`src/rtl/pbrt_pkg.sv`:
```
// shared constants and types of the piece block request tracker
package pbrt_pkg;

  localparam int MAX_BLOCKS = 64;

  // fixed field widths
  localparam int PNUM_W     = 32;
  localparam int PSIZE_W    = 25;
  localparam int BSIZE_W    = 18;
  localparam int OFFSET_W   = 24;
  localparam int LENGTH_W   = 18;
  localparam int OP_W       = 3;
  localparam int PEND_W     = 13;
  localparam int CFG_IDX_W  = 2;
  localparam int CFG_DATA_W = 32;

  // largest block size the register holds
  localparam int BSIZE_MAX = (1 << BSIZE_W) - 1;

  // block counter and running offset widths
  localparam int CNT_W  = $clog2(MAX_BLOCKS + 1);
  localparam int SPAN_W = $clog2(MAX_BLOCKS * BSIZE_MAX + 1);
  localparam int OFF_W  = (SPAN_W > PSIZE_W) ? SPAN_W : PSIZE_W;

  localparam logic [PSIZE_W-1:0] PIECE_SIZE_RST = PSIZE_W'(262144);
  localparam logic [BSIZE_W-1:0] BLOCK_SIZE_RST = BSIZE_W'(16384);

  localparam logic [CFG_IDX_W-1:0] REG_PIECE_NUMBER   = CFG_IDX_W'(0);
  localparam logic [CFG_IDX_W-1:0] REG_PIECE_SIZE     = CFG_IDX_W'(1);
  localparam logic [CFG_IDX_W-1:0] REG_MAX_BLOCK_SIZE = CFG_IDX_W'(2);

  typedef enum logic [OP_W-1:0] {
    OP_START  = 3'd0,
    OP_GET    = 3'd1,
    OP_CANCEL = 3'd2,
    OP_ADD    = 3'd3,
    OP_CLEAR  = 3'd4
  } op_t;

  typedef enum logic [1:0] {
    ST_REMOVED   = 2'd0,
    ST_FREE      = 2'd1,
    ST_REQUESTED = 2'd2,
    ST_RECEIVED  = 2'd3
  } status_t;

endpackage

```
`src/rtl/pbrt_cell.sv`:
```
// one status cell of the rotating block status ring
module pbrt_cell (
  input  logic              clk,
  input  logic              rst,
  input  logic              shift_en,
  input  pbrt_pkg::status_t d,
  output pbrt_pkg::status_t q
);

  always_ff @(posedge clk) begin
    if (rst) begin
      q <= pbrt_pkg::ST_REMOVED;
    end else if (shift_en) begin
      q <= d;
    end
  end

endmodule

```
`src/rtl/piece_block_request_tracker.sv`:
```
// top level of the piece block request tracker: status ring, head unit and control
//
// Tracks the blocks of one piece in a ring of MAX_BLOCKS two-bit status cells.
// Every request (start, get_request, cancel_pending, add_data, clear_requests)
// rotates the whole ring once: each cycle every cell hands its status to its
// neighbour, and the head unit at the end of the ring inspects the status of
// block k, rewrites it and feeds it back in at the start, while it steps the
// running block offset by the latched block size. Each request is accepted,
// rotated once through the ring, and its result is posted when the output
// register is free. The rotation also carries the split of a start: a block
// exists where its offset lies inside the piece, and the start overflows when
// MAX_BLOCKS blocks still do not reach the piece end, so no divider is needed.
// A new request is taken as soon as the previous result is in the output
// register, even if that result has not been taken yet.
// Configuration registers are written through a plain write port and only
// take effect at the next start.
module piece_block_request_tracker (
  input  logic                            clk,
  input  logic                            rst,
  input  logic                            cfg_wr_en,
  input  logic [pbrt_pkg::CFG_IDX_W-1:0]  cfg_index,
  input  logic [pbrt_pkg::CFG_DATA_W-1:0] cfg_wr_data,
  input  logic                            in_valid,
  output logic                            in_ready,
  input  logic [pbrt_pkg::OP_W-1:0]       op,
  input  logic [pbrt_pkg::OFFSET_W-1:0]   offset,
  input  logic [pbrt_pkg::LENGTH_W-1:0]   length,
  output logic                            out_valid,
  input  logic                            out_ready,
  output logic                            found,
  output logic [pbrt_pkg::PNUM_W-1:0]     out_piece_number,
  output logic [pbrt_pkg::OFFSET_W-1:0]   out_offset,
  output logic [pbrt_pkg::LENGTH_W-1:0]   out_length,
  output logic                            complete,
  output logic [pbrt_pkg::PEND_W-1:0]     pending_count,
  output logic                            overflow_error
);

  typedef enum logic [1:0] {
    S_IDLE,
    S_SCAN,
    S_FINISH
  } state_t;

  state_t state;

  // configuration registers
  logic [pbrt_pkg::PNUM_W-1:0]  cfg_piece_number;
  logic [pbrt_pkg::PSIZE_W-1:0] cfg_piece_size;
  logic [pbrt_pkg::BSIZE_W-1:0] cfg_block_size;

  // values latched at start
  logic [pbrt_pkg::PNUM_W-1:0]  pnum_latch;
  logic [pbrt_pkg::PSIZE_W-1:0] piece_latch;
  logic [pbrt_pkg::BSIZE_W-1:0] size_latch;
  logic [pbrt_pkg::CNT_W-1:0]   block_count;
  logic                         overflow;

  // request being worked on
  pbrt_pkg::op_t                 scan_op;
  logic [pbrt_pkg::OFFSET_W-1:0] req_offset;
  logic [pbrt_pkg::LENGTH_W-1:0] req_length;

  // sweep state
  logic [pbrt_pkg::CNT_W-1:0]    scan_idx;
  logic [pbrt_pkg::OFF_W-1:0]    cur_off;
  logic                          hit_seen;
  logic                          freed_any;
  logic [pbrt_pkg::OFFSET_W-1:0] hit_off;
  logic [pbrt_pkg::LENGTH_W-1:0] hit_len;
  logic [pbrt_pkg::CNT_W-1:0]    pend_acc;
  logic [pbrt_pkg::CNT_W-1:0]    need_acc;
  logic                          incomplete;

  // status ring
  pbrt_pkg::status_t cell_q [pbrt_pkg::MAX_BLOCKS];
  pbrt_pkg::status_t tail;
  pbrt_pkg::status_t status_next;
  logic              shift_en;

  // head unit signals
  logic                       in_piece;
  logic [pbrt_pkg::OFF_W-1:0] rest;
  logic [pbrt_pkg::OFF_W-1:0] blk_len;
  logic                       live;
  logic                       hit;
  logic                       freed;
  logic                       count_pend;
  logic                       count_open;
  logic                       last_step;
  logic                       start_bad;

  // result goes into the output register this cycle
  logic                       result_load;

  assign in_ready    = (state == S_IDLE) && !rst;
  assign shift_en    = (state == S_SCAN);
  assign tail        = cell_q[pbrt_pkg::MAX_BLOCKS-1];
  assign last_step   = (scan_idx == pbrt_pkg::CNT_W'(pbrt_pkg::MAX_BLOCKS - 1));
  assign result_load = (state == S_FINISH) && (!out_valid || out_ready);

  // ring of cells, block k sits at the tail after k shifts
  for (genvar i = 0; i < pbrt_pkg::MAX_BLOCKS; i++) begin : g_cell
    if (i == 0) begin : g_first
      pbrt_cell u_cell (
        .clk      (clk),
        .rst      (rst),
        .shift_en (shift_en),
        .d        (status_next),
        .q        (cell_q[i])
      );
    end else begin : g_rest
      pbrt_cell u_cell (
        .clk      (clk),
        .rst      (rst),
        .shift_en (shift_en),
        .d        (cell_q[i-1]),
        .q        (cell_q[i])
      );
    end
  end

  // block geometry at the running offset
  assign in_piece = (cur_off < pbrt_pkg::OFF_W'(piece_latch));
  assign rest     = pbrt_pkg::OFF_W'(piece_latch) - cur_off;
  assign live     = (scan_idx < block_count);

  always_comb begin
    if (!in_piece) begin
      blk_len = '0;
    end else if (rest > pbrt_pkg::OFF_W'(size_latch)) begin
      blk_len = pbrt_pkg::OFF_W'(size_latch);
    end else begin
      blk_len = rest;
    end
  end

  // head unit: inspect and rewrite the status leaving the ring
  always_comb begin
    status_next = tail;
    hit         = 1'b0;
    freed       = 1'b0;
    unique case (scan_op)
      pbrt_pkg::OP_START: begin
        status_next = in_piece ? pbrt_pkg::ST_FREE : pbrt_pkg::ST_REMOVED;
      end
      pbrt_pkg::OP_GET: begin
        if (live && !hit_seen && tail == pbrt_pkg::ST_FREE) begin
          hit         = 1'b1;
          status_next = pbrt_pkg::ST_REQUESTED;
        end
      end
      pbrt_pkg::OP_CANCEL: begin
        if (live && !hit_seen && tail == pbrt_pkg::ST_REQUESTED) begin
          hit         = 1'b1;
          status_next = pbrt_pkg::ST_REMOVED;
        end
      end
      pbrt_pkg::OP_ADD: begin
        if (live && !hit_seen &&
            (tail == pbrt_pkg::ST_REQUESTED || tail == pbrt_pkg::ST_RECEIVED) &&
            cur_off == pbrt_pkg::OFF_W'(req_offset) &&
            blk_len == pbrt_pkg::OFF_W'(req_length)) begin
          hit         = 1'b1;
          status_next = pbrt_pkg::ST_RECEIVED;
        end
      end
      pbrt_pkg::OP_CLEAR: begin
        if (live && tail == pbrt_pkg::ST_REQUESTED) begin
          freed       = 1'b1;
          status_next = pbrt_pkg::ST_FREE;
        end
      end
      default: begin
        status_next = tail;
      end
    endcase
  end

  // tallies over the rewritten statuses of live blocks
  assign count_pend = live && (status_next == pbrt_pkg::ST_REQUESTED);
  assign count_open = live && (status_next == pbrt_pkg::ST_FREE ||
                               status_next == pbrt_pkg::ST_REQUESTED);

  // after the last step the offset is MAX_BLOCKS block sizes: still inside means overflow
  assign start_bad = in_piece;

  always_ff @(posedge clk) begin
    if (rst) begin
      state            <= S_IDLE;
      out_valid        <= 1'b0;
      cfg_piece_number <= '0;
      cfg_piece_size   <= pbrt_pkg::PIECE_SIZE_RST;
      cfg_block_size   <= pbrt_pkg::BLOCK_SIZE_RST;
      pnum_latch       <= '0;
      piece_latch      <= '0;
      size_latch       <= '0;
      block_count      <= '0;
      overflow         <= 1'b0;
      scan_op          <= pbrt_pkg::OP_START;
      scan_idx         <= '0;
    end else begin
      // configuration writes, unknown indexes ignored
      if (cfg_wr_en) begin
        priority if (cfg_index == pbrt_pkg::REG_PIECE_NUMBER) begin
          cfg_piece_number <= cfg_wr_data;
        end else if (cfg_index == pbrt_pkg::REG_PIECE_SIZE) begin
          cfg_piece_size <= cfg_wr_data[pbrt_pkg::PSIZE_W-1:0];
        end else if (cfg_index == pbrt_pkg::REG_MAX_BLOCK_SIZE) begin
          cfg_block_size <= cfg_wr_data[pbrt_pkg::BSIZE_W-1:0];
        end
      end

      // a new result replaces a taken one in the same cycle
      if (result_load) begin
        out_valid <= 1'b1;
      end else if (out_ready) begin
        out_valid <= 1'b0;
      end

      unique case (state)
        S_IDLE: begin
          if (in_valid) begin
            scan_op    <= pbrt_pkg::op_t'(op);
            req_offset <= offset;
            req_length <= length;
            scan_idx   <= '0;
            cur_off    <= '0;
            hit_seen   <= 1'b0;
            freed_any  <= 1'b0;
            hit_off    <= '0;
            hit_len    <= '0;
            pend_acc   <= '0;
            need_acc   <= '0;
            incomplete <= 1'b0;
            if (op == pbrt_pkg::OP_START) begin
              pnum_latch  <= cfg_piece_number;
              piece_latch <= cfg_piece_size;
              size_latch  <= cfg_block_size;
            end
            state <= S_SCAN;
          end
        end
        S_SCAN: begin
          cur_off  <= cur_off + pbrt_pkg::OFF_W'(size_latch);
          scan_idx <= scan_idx + 1'b1;
          if (hit) begin
            hit_seen <= 1'b1;
            hit_off  <= cur_off[pbrt_pkg::OFFSET_W-1:0];
            hit_len  <= blk_len[pbrt_pkg::LENGTH_W-1:0];
          end
          if (freed) begin
            freed_any <= 1'b1;
          end
          pend_acc   <= pend_acc + pbrt_pkg::CNT_W'(count_pend);
          need_acc   <= need_acc + pbrt_pkg::CNT_W'(in_piece);
          incomplete <= incomplete | count_open;
          if (last_step) begin
            state <= S_FINISH;
          end
        end
        S_FINISH: begin
          // hold until the output register is free
          if (result_load) begin
            if (scan_op == pbrt_pkg::OP_START) begin
              block_count      <= start_bad ? '0 : need_acc;
              overflow         <= start_bad;
              found            <= 1'b0;
              out_piece_number <= '0;
              out_offset       <= '0;
              out_length       <= '0;
              complete         <= start_bad || (need_acc == '0);
              pending_count    <= '0;
              overflow_error   <= start_bad;
            end else begin
              found            <= hit_seen | freed_any;
              out_piece_number <= hit_seen ? pnum_latch : '0;
              out_offset       <= hit_off;
              out_length       <= hit_len;
              complete         <= !incomplete;
              pending_count    <= pbrt_pkg::PEND_W'(pend_acc);
              overflow_error   <= overflow;
            end
            state <= S_IDLE;
          end
        end
        default: begin
          state <= S_IDLE;
        end
      endcase
    end
  end

endmodule

```
`config.mk`:
```
export PLATFORM = sky130hd
export DESIGN_NAME = piece_block_request_tracker
export DESIGN_NICKNAME = d
export VERILOG_FILES = /design/src/rtl/pbrt_pkg.sv /design/src/rtl/pbrt_cell.sv /design/src/rtl/piece_block_request_tracker.sv
export SDC_FILE = /design/constraint.sdc
export NUM_CORES = 1
export LEC_CHECK = 0
export BUFFER_PORTS_ARGS = -buffer_cell sky130_fd_sc_hd__buf_2
export CAP_MARGIN = 40
export CORE_MARGIN = 3
export CORE_UTILIZATION = 38
export CTS_BUF_LIST = sky130_fd_sc_hd__clkbuf_4
export CTS_CLUSTER_DIAMETER = 150
export DETAILED_ROUTE_END_ITERATION = 7
export HOLD_SLACK_MARGIN = 0.02
export PLACE_DENSITY = 0.57
export SYNTH_ARGS = -nofsm -noshare
export SYNTH_HDL_FRONTEND = slang
export SYNTH_SLANG_ARGS = --single-unit
```
`constraint.sdc`:
```
create_clock -name clk -period 13.2 [get_ports clk]
set_input_delay 1.98 -clock clk [delete_from_list [all_inputs] [get_ports clk]]
set_output_delay 1.98 -clock clk [all_outputs]
set_load 0.02 [all_outputs]
```
# After elaboration in Yosys (flattened, before gate mapping)
# Cells that the tools add are included.
# word_totals
reg_bits,515
out_inout_bits,92
inputBits,84
elab_cells,211
# op_classes
bitwise_logic,6
order_cmp,3
addsub,5
n_eq_ne,21
mux,41
reduce_logical,41
# op_table
cell,count
2-to-1 mux 25 bit,3
one-hot mux 25 bit (2 select lines),1
2-to-1 mux 24 bit,2
one-hot mux 24 bit (2 select lines),1
one-hot mux 7 bit (2 select lines),3
2-to-1 mux 18 bit,2
one-hot mux 18 bit (2 select lines),1
adder 25 x 18 -> 25 bit,1
== test 25 x 18 -> 1 bit,1
== test 25 x 24 -> 1 bit,1
> comparator 25 x 18 -> 1 bit,1
< comparator 25 bit,1
subtractor 25 bit,1
AND reduction 3 bit,7
adder 7 x 1 -> 7 bit,2
2-to-1 mux 2 bit,7
2-to-1 mux 7 bit,2
2-to-1 mux 1 bit,13
AND reduction 4 bit,3
logical AND 1 bit,11
"== test 2 bit, second input constant",5
"!= test 2 bit, second input constant",5
one-hot mux 2 bit (5 select lines),1
"== test 2 x 1 -> 1 bit, second input constant",4
19 further kinds,38

# Depth between registers and ports, before layout
# Gate-level depths: netlist (run 1).
# logic_depth
depth_word,13
ltp_mapped,31
mapped_depth_nobuf,29

# By module
# Synthesis (run 1) repeated with hierarchy kept, for this count alone.
# unflattened
cells_unflattened,2180
hier_area_um2,21968.6
# modules_own_cells
mod,area_per_inst_um2,seq_area_each_um2,instances,cells_each
piece_block_request_tracker,17644.4,9729.3,1,1796
pbrt_cell,67.6,40.0,64,6

# Worst setup path after synthesis (run 1)
# Ideal clock, no wire load.
# synth_timing
kind,register to register
from,register cur_off[4] (netlist name)
to,"register hit_len[0] (netlist name), enable pin"
setup_ns,0.455
slack_ns,6.256
stages_incl_launch_ff,21
t_arrival_ns,6.489
cell_sequence,edfxtp_1 inv_1 ha_1 a21oi_1 nand2b_1 nand4b_1 a2111oi_0 nor3b_1 ha_1 nand4_1 nor4_1 a41oi_1 a21oi_1 o211a_1 and4_4 buf_6 mux2_4 or3_1 o211ai_2 nand3_1 a21boi_1
# synth_via
elab_chain_len,10
elab_cells_between_ends,13
classes_between,1 x add/sub; 2 x order compare; 3 x eq/ne; 4 x mux; 3 x reduce/logical
# synth_lines
item,line_no,text
from (decl),piece_block_request_tracker.sv:66,logic [pbrt_pkg::OFF_W-1:0] cur_off;
from (signal assigned),piece_block_request_tracker.sv:245,cur_off <= cur_off + pbrt_pkg::OFF_W'(size_latch);
subtractor 25 bit,piece_block_request_tracker.sv:125,assign rest = pbrt_pkg::OFF_W'(piece_latch) - cur_off;
> comparator 25 x 18 -> 1 bit,piece_block_request_tracker.sv:131,end else if (rest > pbrt_pkg::OFF_W'(size_latch)) begin
2-to-1 mux 25 bit,piece_block_request_tracker.sv:131,
2-to-1 mux 25 bit,piece_block_request_tracker.sv:129,if (!in_piece) begin
== test 25 x 18 -> 1 bit,piece_block_request_tracker.sv:163,blk_len == pbrt_pkg::OFF_W'(req_length)) begin
logical AND 1 bit *,piece_block_request_tracker.sv:162,cur_off == pbrt_pkg::OFF_W'(req_offset) &&
2-to-1 mux 1 bit *,piece_block_request_tracker.sv:160,if (live && !hit_seen &&
one-hot mux 1 bit (3 select lines) *,piece_block_request_tracker.sv:143,unique case (scan_op)
!= test 2 bit (no line) *,-,
AND reduction 4 bit (no line) *,-,
to (signal assigned),piece_block_request_tracker.sv:250,hit_len <= blk_len[pbrt_pkg::LENGTH_W-1:0];
to (decl),piece_block_request_tracker.sv:70,logic [pbrt_pkg::LENGTH_W-1:0] hit_len;
# Mark *: on every way between the ends. The rest lies on a longest branch, timed or not.
# A chain may end at the register's enable or synchronous reset.

# Worst setup path after layout (run 1)
# layout_timing
from,register cur_off[4] (netlist name)
to,"register hit_len[15] (netlist name), enable pin"
# The elaborated chain is that of the path after synthesis.

==> results.md, run 1 <==
- TritonCTS clock tree: built
- Kind of capture point of the worst setup path: flop
- Combinational share of power: 0.067
- Count of vias placed by the detailed router: 18204
- Area growth from synthesis to final layout: 15.9%
- Number of pins exceeding their max-slew limit in the final report: 0
- Starting density of the core: 0.387
- Ports: 176
- GRT Overall Usage: 0.210
- Clk sink count: 509
- Register share of total power: 0.488
- Global Route met1 Usage: 0.265
- Clock network fraction of total power: 0.445
- Unrepaired setup endpoints after global routing: no
- Largest delay contributor family on the critical path: simple AND/OR/NAND/NOR gates
- Clock period minus worst slack: 7.27 ns
- Warnings, synthesis: 0
- Die height: 249 µm
- CTS H-Tree Depth: 4
- Number of max-cap violations: 0
- Detailed Routing Iterations Pass 1: 6
- Cts hold-fix bufs: 0
- Global-route track usage on met2: 0.337
- Pwr/cell area: 133 nW/µm²
- Routability congestion estimate: 0.922
- Mean routed wirelength per cell: 18.8 µm
- Worst-case vdd ir drop: 0.0000753 V
- Vias per cell: 5.17
- Class of the tightest hold or removal check: flop to flop
- Run status: complete, no violations
- Antenna violations before repair: 2
- Synth Instances: 2440
- Clock tree skew after final layout: 0.0606 ns
- DIE AREA: 62200 µm²
- Met3 capacity usage during global routing: 0.0519
- Final hold slack: 0.422 ns
- Number of distinct library cells after synthesis: 81
- Total gr overflow: 0
- Number of nets in the finished design: 2799
- Share of cells above drive strength 1: 0.170
- Via count of the first global-routing pass: 17723
- Critical Path Start Type: flop
- Number of DRC markers after the initial detailed-route iteration: 1234
- Clock slew at reported path FFs: 0.07 ns
- Psw: 863 µW
- Placed Cells incl. Taps: 3262
- Clock Root Buffer: sky130_fd_sc_hd__clkbuf_4
- Worst-Margin Slew: 0.985 ns
- Crit-path max cell delay: 0.64 ns
- Placeable core region: 58100 µm²
- Worst relative slew slack: 0.344
- First-pass GRT wire length: 101000 µm
- Standard-cell row count: 88
- Combined buffer and inverter count along the critical path: 2
- Overall power after layout: 3.48 mW
- WP data required: 13.76 ns
- Number of clock buffers inserted by TritonCTS: 140
- Share of flip-flops with an asynchronous set or reset: 0
- Hold Fails Final Rpt: 0
- Critical path cell sequence: inv_1 > ha_1 > a21oi_1 > nand2b_1 > nand4b_1 > a2111oi_0 > nor3b_1 > ha_1 > nand4_1 > nor4_1 > a41oi_1 > a21oi_1 > o211a_1 > and4_4 > mux2_4 > or3_1 > o211ai_2 > nand3_1 > a21boi_4 > buf_4
- Post-detailed-routing wire length: 66300 µm
- Finished Core Util: 0.449
- CP arrival: 7.83 ns
- Pin count of the biggest net entering global routing: 203
- Deepest clock path buffer count: 3
- DRC viols: 0
- Final sum of negative setup slack: 0 ns
- Worst path slowest cell: sky130_fd_sc_hd__a21oi_1
- Final non-filler cell total: 3523
- Per-instance average area after synthesis: 9.23 µm²
- Latest clock arrival within the worst-skew pair: 0.97 ns
- Setup-failing EPs final: 0
- CTS-repair resized insts: 0
- EDFF count, synth: 210
- Post-detailed-placement half-perimeter wirelength: 46400 µm
- Most frequently used flop master after synthesis: sky130_fd_sc_hd__dfxtp_1
- Area of the mapped netlist: 22500 µm²
- Post-route ant nets: 0
- Buffers added on ports: 169
- X dimension of the die: 249 µm
- Sequential share of the synthesized area: 0.546
- Net switching fraction of the power: 0.248
- CP Class: flop to flop
- Seq cells post-synth: 509
- Internal power summed over all cells: 2.62 mW
- Layer carrying the most global-route usage: met2
- FMAX: 0.138 GHz
- Post-CTS Repair Setup Buffers: 0
- Maximum fanout encountered on the critical timing path: 33
- Leakage power summed over all cells: 9.75 nW
- Share of the clock period used by the worst path: 0.551
==> per-stage QoR <==
stage                     setup WS [ns]  cell area [µm²]
after global placement             6.23            24000
after detailed placement           6.10            24100
final                              5.93            26100
after global routing               5.37            26100
after floorplan                    6.26            22500
after CTS                          6.02            26100
==> Yosys cell counts (5+ instances only) <==
cell type                  count  area share
sky130_fd_sc_hd__a211oi_1     10      0.0033
sky130_fd_sc_hd__a21o_1        8      0.0027
sky130_fd_sc_hd__a21oi_1     350       0.078
sky130_fd_sc_hd__a22oi_1       5      0.0017
sky130_fd_sc_hd__a31oi_1      10      0.0028
sky130_fd_sc_hd__and2_1       62       0.017
sky130_fd_sc_hd__and3_1       43       0.012
sky130_fd_sc_hd__and4_1        7      0.0027
sky130_fd_sc_hd__buf_1        10      0.0017
sky130_fd_sc_hd__buf_2         5      0.0011
sky130_fd_sc_hd__buf_4         6      0.0020
sky130_fd_sc_hd__clkbuf_1    119       0.020
sky130_fd_sc_hd__dfxtp_1     299        0.27
sky130_fd_sc_hd__edfxtp_1    210        0.28
sky130_fd_sc_hd__ha_1         74       0.041
sky130_fd_sc_hd__inv_1        76       0.013
sky130_fd_sc_hd__mux2i_1      20      0.0089
sky130_fd_sc_hd__nand2_1     615        0.10
sky130_fd_sc_hd__nand2b_1     19      0.0053
sky130_fd_sc_hd__nand3_1      34      0.0076
sky130_fd_sc_hd__nand3b_1      8      0.0027
sky130_fd_sc_hd__nand4_1      18      0.0050
sky130_fd_sc_hd__nor2_1      140       0.023
sky130_fd_sc_hd__nor2b_1      11      0.0031
sky130_fd_sc_hd__nor3_1       28      0.0062
sky130_fd_sc_hd__nor4_1       13      0.0036
sky130_fd_sc_hd__o211a_1       5      0.0022
sky130_fd_sc_hd__o211ai_1      6      0.0020
sky130_fd_sc_hd__o21a_1        9      0.0030
sky130_fd_sc_hd__o21ai_0      32      0.0071
sky130_fd_sc_hd__o21ai_1       8      0.0018
sky130_fd_sc_hd__o21bai_1      6      0.0020
sky130_fd_sc_hd__o22ai_1       7      0.0019
sky130_fd_sc_hd__o31ai_1       6      0.0020
sky130_fd_sc_hd__or2_2         7      0.0019
sky130_fd_sc_hd__or3_1         8      0.0022
sky130_fd_sc_hd__xnor2_1      45       0.018
sky130_fd_sc_hd__xor2_1       26       0.010
==> power groups by stage <==
stage	logic (mW)	registers, mW	clock network [mW]
after floorplan	0.154	1.72	0
after global placement	0.227	1.73	0
after detailed placement	0.232	1.73	0
after CTS	0.233	1.70	1.60
after global routing	0.257	1.70	1.69
final	0.233	1.70	1.55
==> tightest hold or removal path: stages, from the launching register on <==
cell and delay (ns):
sky130_fd_sc_hd__dfxtp_1 0.31, sky130_fd_sc_hd__nand2_1 0.05, sky130_fd_sc_hd__a21oi_1 0.05
==> registers in the layout, summed over array words and instances, names as in the netlist, 24 cells and up <==
register	flops
cur_off	25
cfg_piece_size	25
req_offset	24
out_offset	24
out_piece_number	32
pnum_latch	32
g_cell.g_rest.u_cell.q	126
cfg_piece_number	32
hit_off	24
piece_latch	25
==> worst paths after layout <==
kind / slack, ns / startpoint / cells past startpoint / end
worst max register to register: 5.93 / cur_off[4] / 20 / hit_len[15]
worst min register to register: 0.42 / cfg_block_size[17] / 2 / size_latch[17]
worst max-delay path: 5.93 / cur_off[4] / 20 / hit_len[15]
worst min-delay path: 0.42 / cfg_block_size[17] / 2 / size_latch[17]
==> placed cells by master, fill, tap and decap left out, types with 8 or more instances in the layout <==
cell	instances
sky130_fd_sc_hd__mux2i_1	20
sky130_fd_sc_hd__nor2_1	137
sky130_fd_sc_hd__buf_2	169
sky130_fd_sc_hd__dfxtp_1	299
sky130_fd_sc_hd__nand3b_1	8
sky130_fd_sc_hd__nand3_1	34
sky130_fd_sc_hd__a31oi_1	10
sky130_fd_sc_hd__nand4_1	18
sky130_fd_sc_hd__nand2b_1	18
sky130_fd_sc_hd__o21ai_1	8
sky130_fd_sc_hd__edfxtp_1	210
sky130_fd_sc_hd__and3_1	43
sky130_fd_sc_hd__ha_1	74
sky130_fd_sc_hd__nand2_1	615
sky130_fd_sc_hd__o21ai_0	32
sky130_fd_sc_hd__xnor2_1	45
sky130_fd_sc_hd__nor3_1	28
sky130_fd_sc_hd__nor4_1	12
sky130_fd_sc_hd__nor2b_1	11
sky130_fd_sc_hd__clkinv_1	17
sky130_fd_sc_hd__a21o_1	8
sky130_fd_sc_hd__and2_1	62
sky130_fd_sc_hd__o21a_1	9
sky130_fd_sc_hd__clkbuf_4	219
sky130_fd_sc_hd__xor2_1	26
sky130_fd_sc_hd__buf_4	17
sky130_fd_sc_hd__a21oi_1	350
sky130_fd_sc_hd__inv_1	76
sky130_fd_sc_hd__a211oi_1	10
==> per-layer routing <==
layer	vias up	wire length (µm)	share of wire
met2	516	31000	0.47
met4	0	2790	0.042
met1	8698	28700	0.43
met3	128	3880	0.058
li1	8862	-	-
met5	-	0	0
==> logic make-up after synthesis <==
group	count (synthesis)	share of synthesized area
other	1	0.000167
adder cells (fa/ha/maj)	76	0.0429
XOR/XNOR	71	0.0276
flip-flops	509	0.546
multiplexers	23	0.0106
buffers and inverters	220	0.0386
AND/OR/NAND/NOR	1033	0.203
AO/OA/AOI/OAI	507	0.131
==> final cells by class <==
| class | instances | area [µm²] |
|---|---|---|
| Antenna cell | 7 | 17.5 |
| Multi-Input combinational cell | 1716 | 9430 |
| Clock inverter | 35 | 324 |
| Clock buffer | 219 | 1640 |
| Timing Repair Buffer | 194 | 1140 |
| Fill cell | 5752 | 32000 |
| Sequential cell | 509 | 12300 |
| Tap cell | 765 | 957 |
| Inverter | 78 | 295 |
(Power assumes the default switching activity.)
==> run 2, diff against run 1 <==
==> constraint.sdc (replaced) <==
create_clock -name clk -period 7.65 [get_ports clk]
set_input_delay 1.1475 -clock clk [delete_from_list [all_inputs] [get_ports clk]]
set_output_delay 1.1475 -clock clk [all_outputs]
set_load 0.02 [all_outputs]
==> results.md, run 2 (same netlist as run 1, synthesis figures left out) <==
- Routed length on met2: 32500 µm (was 31000 µm)
- Number of pins exceeding their max-slew limit in the final report: 0 (unchanged)
- Register with the most flip-flops: g_cell.g_rest.u_cell.q (unchanged)
- DRC viols: 0 (unchanged)
- Number of DRC markers after the initial detailed-route iteration: 1256 (was 1234)
- Met1 WL: 28600 µm (was 28700 µm)
- Share of cells above drive strength 1: 0.170 (about the same)
- Clock period minus worst slack: 6.95 ns (was 7.27 ns)
- Worst relative slew slack: 0.434 (was 0.344)
- Detailed Routing Iterations Pass 1: 6 (unchanged)
- DIE AREA: 62200 µm² (unchanged)
- Clock Root Buffer: sky130_fd_sc_hd__clkbuf_4 (unchanged)
- Ports: 176 (unchanged)
- Number of flip-flops under the largest register name: 126 (unchanged)
- Total gr overflow: 0 (unchanged)
- GRT Overall Usage: 0.209 (was 0.210)
- Number of clock buffers inserted by TritonCTS: 144 (was 140)
- TritonCTS clock tree: built (unchanged)
- Placeable core region: 58100 µm² (unchanged)
- Clock tree skew after final layout: 0.0523 ns (was 0.0606 ns)
- Latest clock arrival within the worst-skew pair: 0.97 ns (about the same)
- Pin count of the biggest net entering global routing: 120 (was 203)
- Sequential standard cell area: 12300 µm² (unchanged)
- Final sum of negative setup slack: 0 ns (unchanged)
- Kind of capture point of the worst setup path: flop (unchanged)
- Post-CTS Repair Setup Buffers: 0 (unchanged)
- Routability congestion estimate: 0.886 (was 0.922)
- X dimension of the die: 249 µm (unchanged)
- Mean routed wirelength per cell: 18.7 µm (was 18.8 µm)
- Via count of the first global-routing pass: 17824 (was 17723)
- Number of max-cap violations: 0 (unchanged)
- Antenna violations before repair: 3 (was 2)
- WP data required: 8.31 ns (was 13.76 ns)
- CP arrival: 7.61 ns (was 7.83 ns)
- Most frequent cells in the layout: 615 x sky130_fd_sc_hd__nand2_1, 350 x sky130_fd_sc_hd__a21oi_1, 299 x sky130_fd_sc_hd__dfxtp_1, 219 x sky130_fd_sc_hd__clkbuf_4, 210 x sky130_fd_sc_hd__edfxtp_1 (unchanged)
- Combined buffer and inverter count along the critical path: 1 (was 2)
- Library cell appearing most often on the critical path: sky130_fd_sc_hd__ha_1
- Post-detailed-placement half-perimeter wirelength: 46500 µm (was 46400 µm)
- Cts hold-fix bufs: 0 (unchanged)
- FMAX: 0.144 GHz (was 0.138 GHz)
- Deepest clock path buffer count: 3 (unchanged)
- Number of nets in the finished design: 2807 (was 2799)
- Standard-cell row count: 88 (unchanged)
- CTS-repair resized insts: 0 (unchanged)
- Worst-Margin Slew: 0.849 ns (was 0.985 ns)
- Clk sink count: 509 (unchanged)
- Total met3 wirelength after detailed routing: 3350 µm (was 3880 µm)
- Leakage power summed over all cells: 9.75 nW (about the same)
- Count of vias placed by the detailed router: 18210 (was 18204)
- Setup-failing EPs final: 0 (unchanged)
- Run status: complete, no violations (unchanged)
- First-pass GRT wire length: 102000 µm (was 101000 µm)
- Pwr/cell area: 228 nW/µm² (was 133 nW/µm²)
- Hold Fails Final Rpt: 0 (unchanged)
- Post-detailed-routing wire length: 66100 µm (was 66300 µm)
- Crit-path max cell delay: 0.53 ns (was 0.64 ns)
- Unrepaired setup endpoints after global routing: no (unchanged)
- Class of the tightest hold or removal check: primary input to flop (was flop to flop)
- Starting density of the core: 0.387 (unchanged)
- Post-route ant nets: 0 (unchanged)
- Worst path slowest cell: sky130_fd_sc_hd__xnor2_1 (was sky130_fd_sc_hd__a21oi_1)
- Share of the clock period used by the worst path: 0.908 (was 0.551)
- Worst-case vdd ir drop: 0.000151 V (was 0.0000753 V)
- Buffers added on ports: 169 (unchanged)
- CTS H-Tree Depth: 4 (unchanged)
- Most common library cell in the layout ignoring fill and taps: sky130_fd_sc_hd__nand2_1 (unchanged)
- Vias per cell: 5.16 (was 5.17)
- Critical Path Start Type: flop (unchanged)
- Area growth from synthesis to final layout: 16.1% (was 15.9%)
- Largest delay contributor family on the critical path: simple AND/OR/NAND/NOR gates (unchanged)
- Clock slew at reported path FFs: 0.06 ns (was 0.07 ns)
- Die height: 249 µm (unchanged)
- Fill cell count: 5736 (was 5752)
- Multi-input logic area: 9430 µm² (about the same)
- Final hold slack: 0.356 ns (was 0.422 ns)
- Maximum fanout encountered on the critical timing path: 18 (was 33)
- CP Class: flop to flop (unchanged)
- Highest routed metal layer: met4 (unchanged)
## run 2: final timing paths
kind,startpoint,to,slack [ns],depth (start not counted)
worst max-delay path,cur_off[10],pend_acc[6],0.70,26
worst min-delay path,offset[11],req_offset[11],0.36,1
worst max register to register,cur_off[10],pend_acc[6],0.70,26
worst min register to register,g_cell[55].g_rest.u_cell.q[0],g_cell[56].g_rest.u_cell.q[0],0.41,2
## run 2: layer usage
layer | vias up | global-route usage
met2 | 483 | 0.352
met4 | 0 | 0.0681
met1 | 8748 | 0.265
met5 | - | 0
li1 | 8879 | -
met3 | 100 | 0.0504
## run 2: area by class of cell
cell class / instances / area share
Multi-Input combinational cell: 1716 / 0.361
Tap cell: 765 / 0.0366
Sequential cell: 509 / 0.470
Antenna cell: 4 / 0.000383
Inverter: 78 / 0.0113
Clock inverter: 40 / 0.0116
Timing Repair Buffer: 198 / 0.0458
Clock buffer: 219 / 0.0629
## run 2: stage by stage
step | area, µm² | cells | setup slack, ns | total power [mW] | util
2_1_floorplan | 22500 | 2445 | 0.706 | 3.23 | -
3_5_place_dp | 24200 | 3266 | 0.694 | 3.39 | 0.416
5_1_grt | 26100 | 3529 | 0.272 | 6.27 | 0.449
6_report | 26100 | 3529 | 0.704 | 5.96 | 0.449
3_3_place_gp | 24000 | 3257 | 0.840 | 3.38 | 0.412
4_1_cts | 26100 | 3525 | 0.701 | 6.06 | 0.449
## run 2: worst reg2reg max path, delay by kind of cell, from the launching register on
kind	cells	cell delay (ns)
AO/OA/AOI/OAI	6	1.23
XOR/XNOR	2	0.66
adder cells (fa/ha/maj)	5	1.40
buffers and inverters	1	0.12
flip-flops	1	0.41
multiplexers	1	0.35
AND/OR/NAND/NOR	11	2.51
## run 2: report_power, final
part           internal [mW]  leakage, nW  switching, mW
Combinational          0.124         4.16          0.279
Sequential              2.88         4.45         0.0446
Clock                   1.45         1.14           1.18
Total                   4.46         9.75           1.50
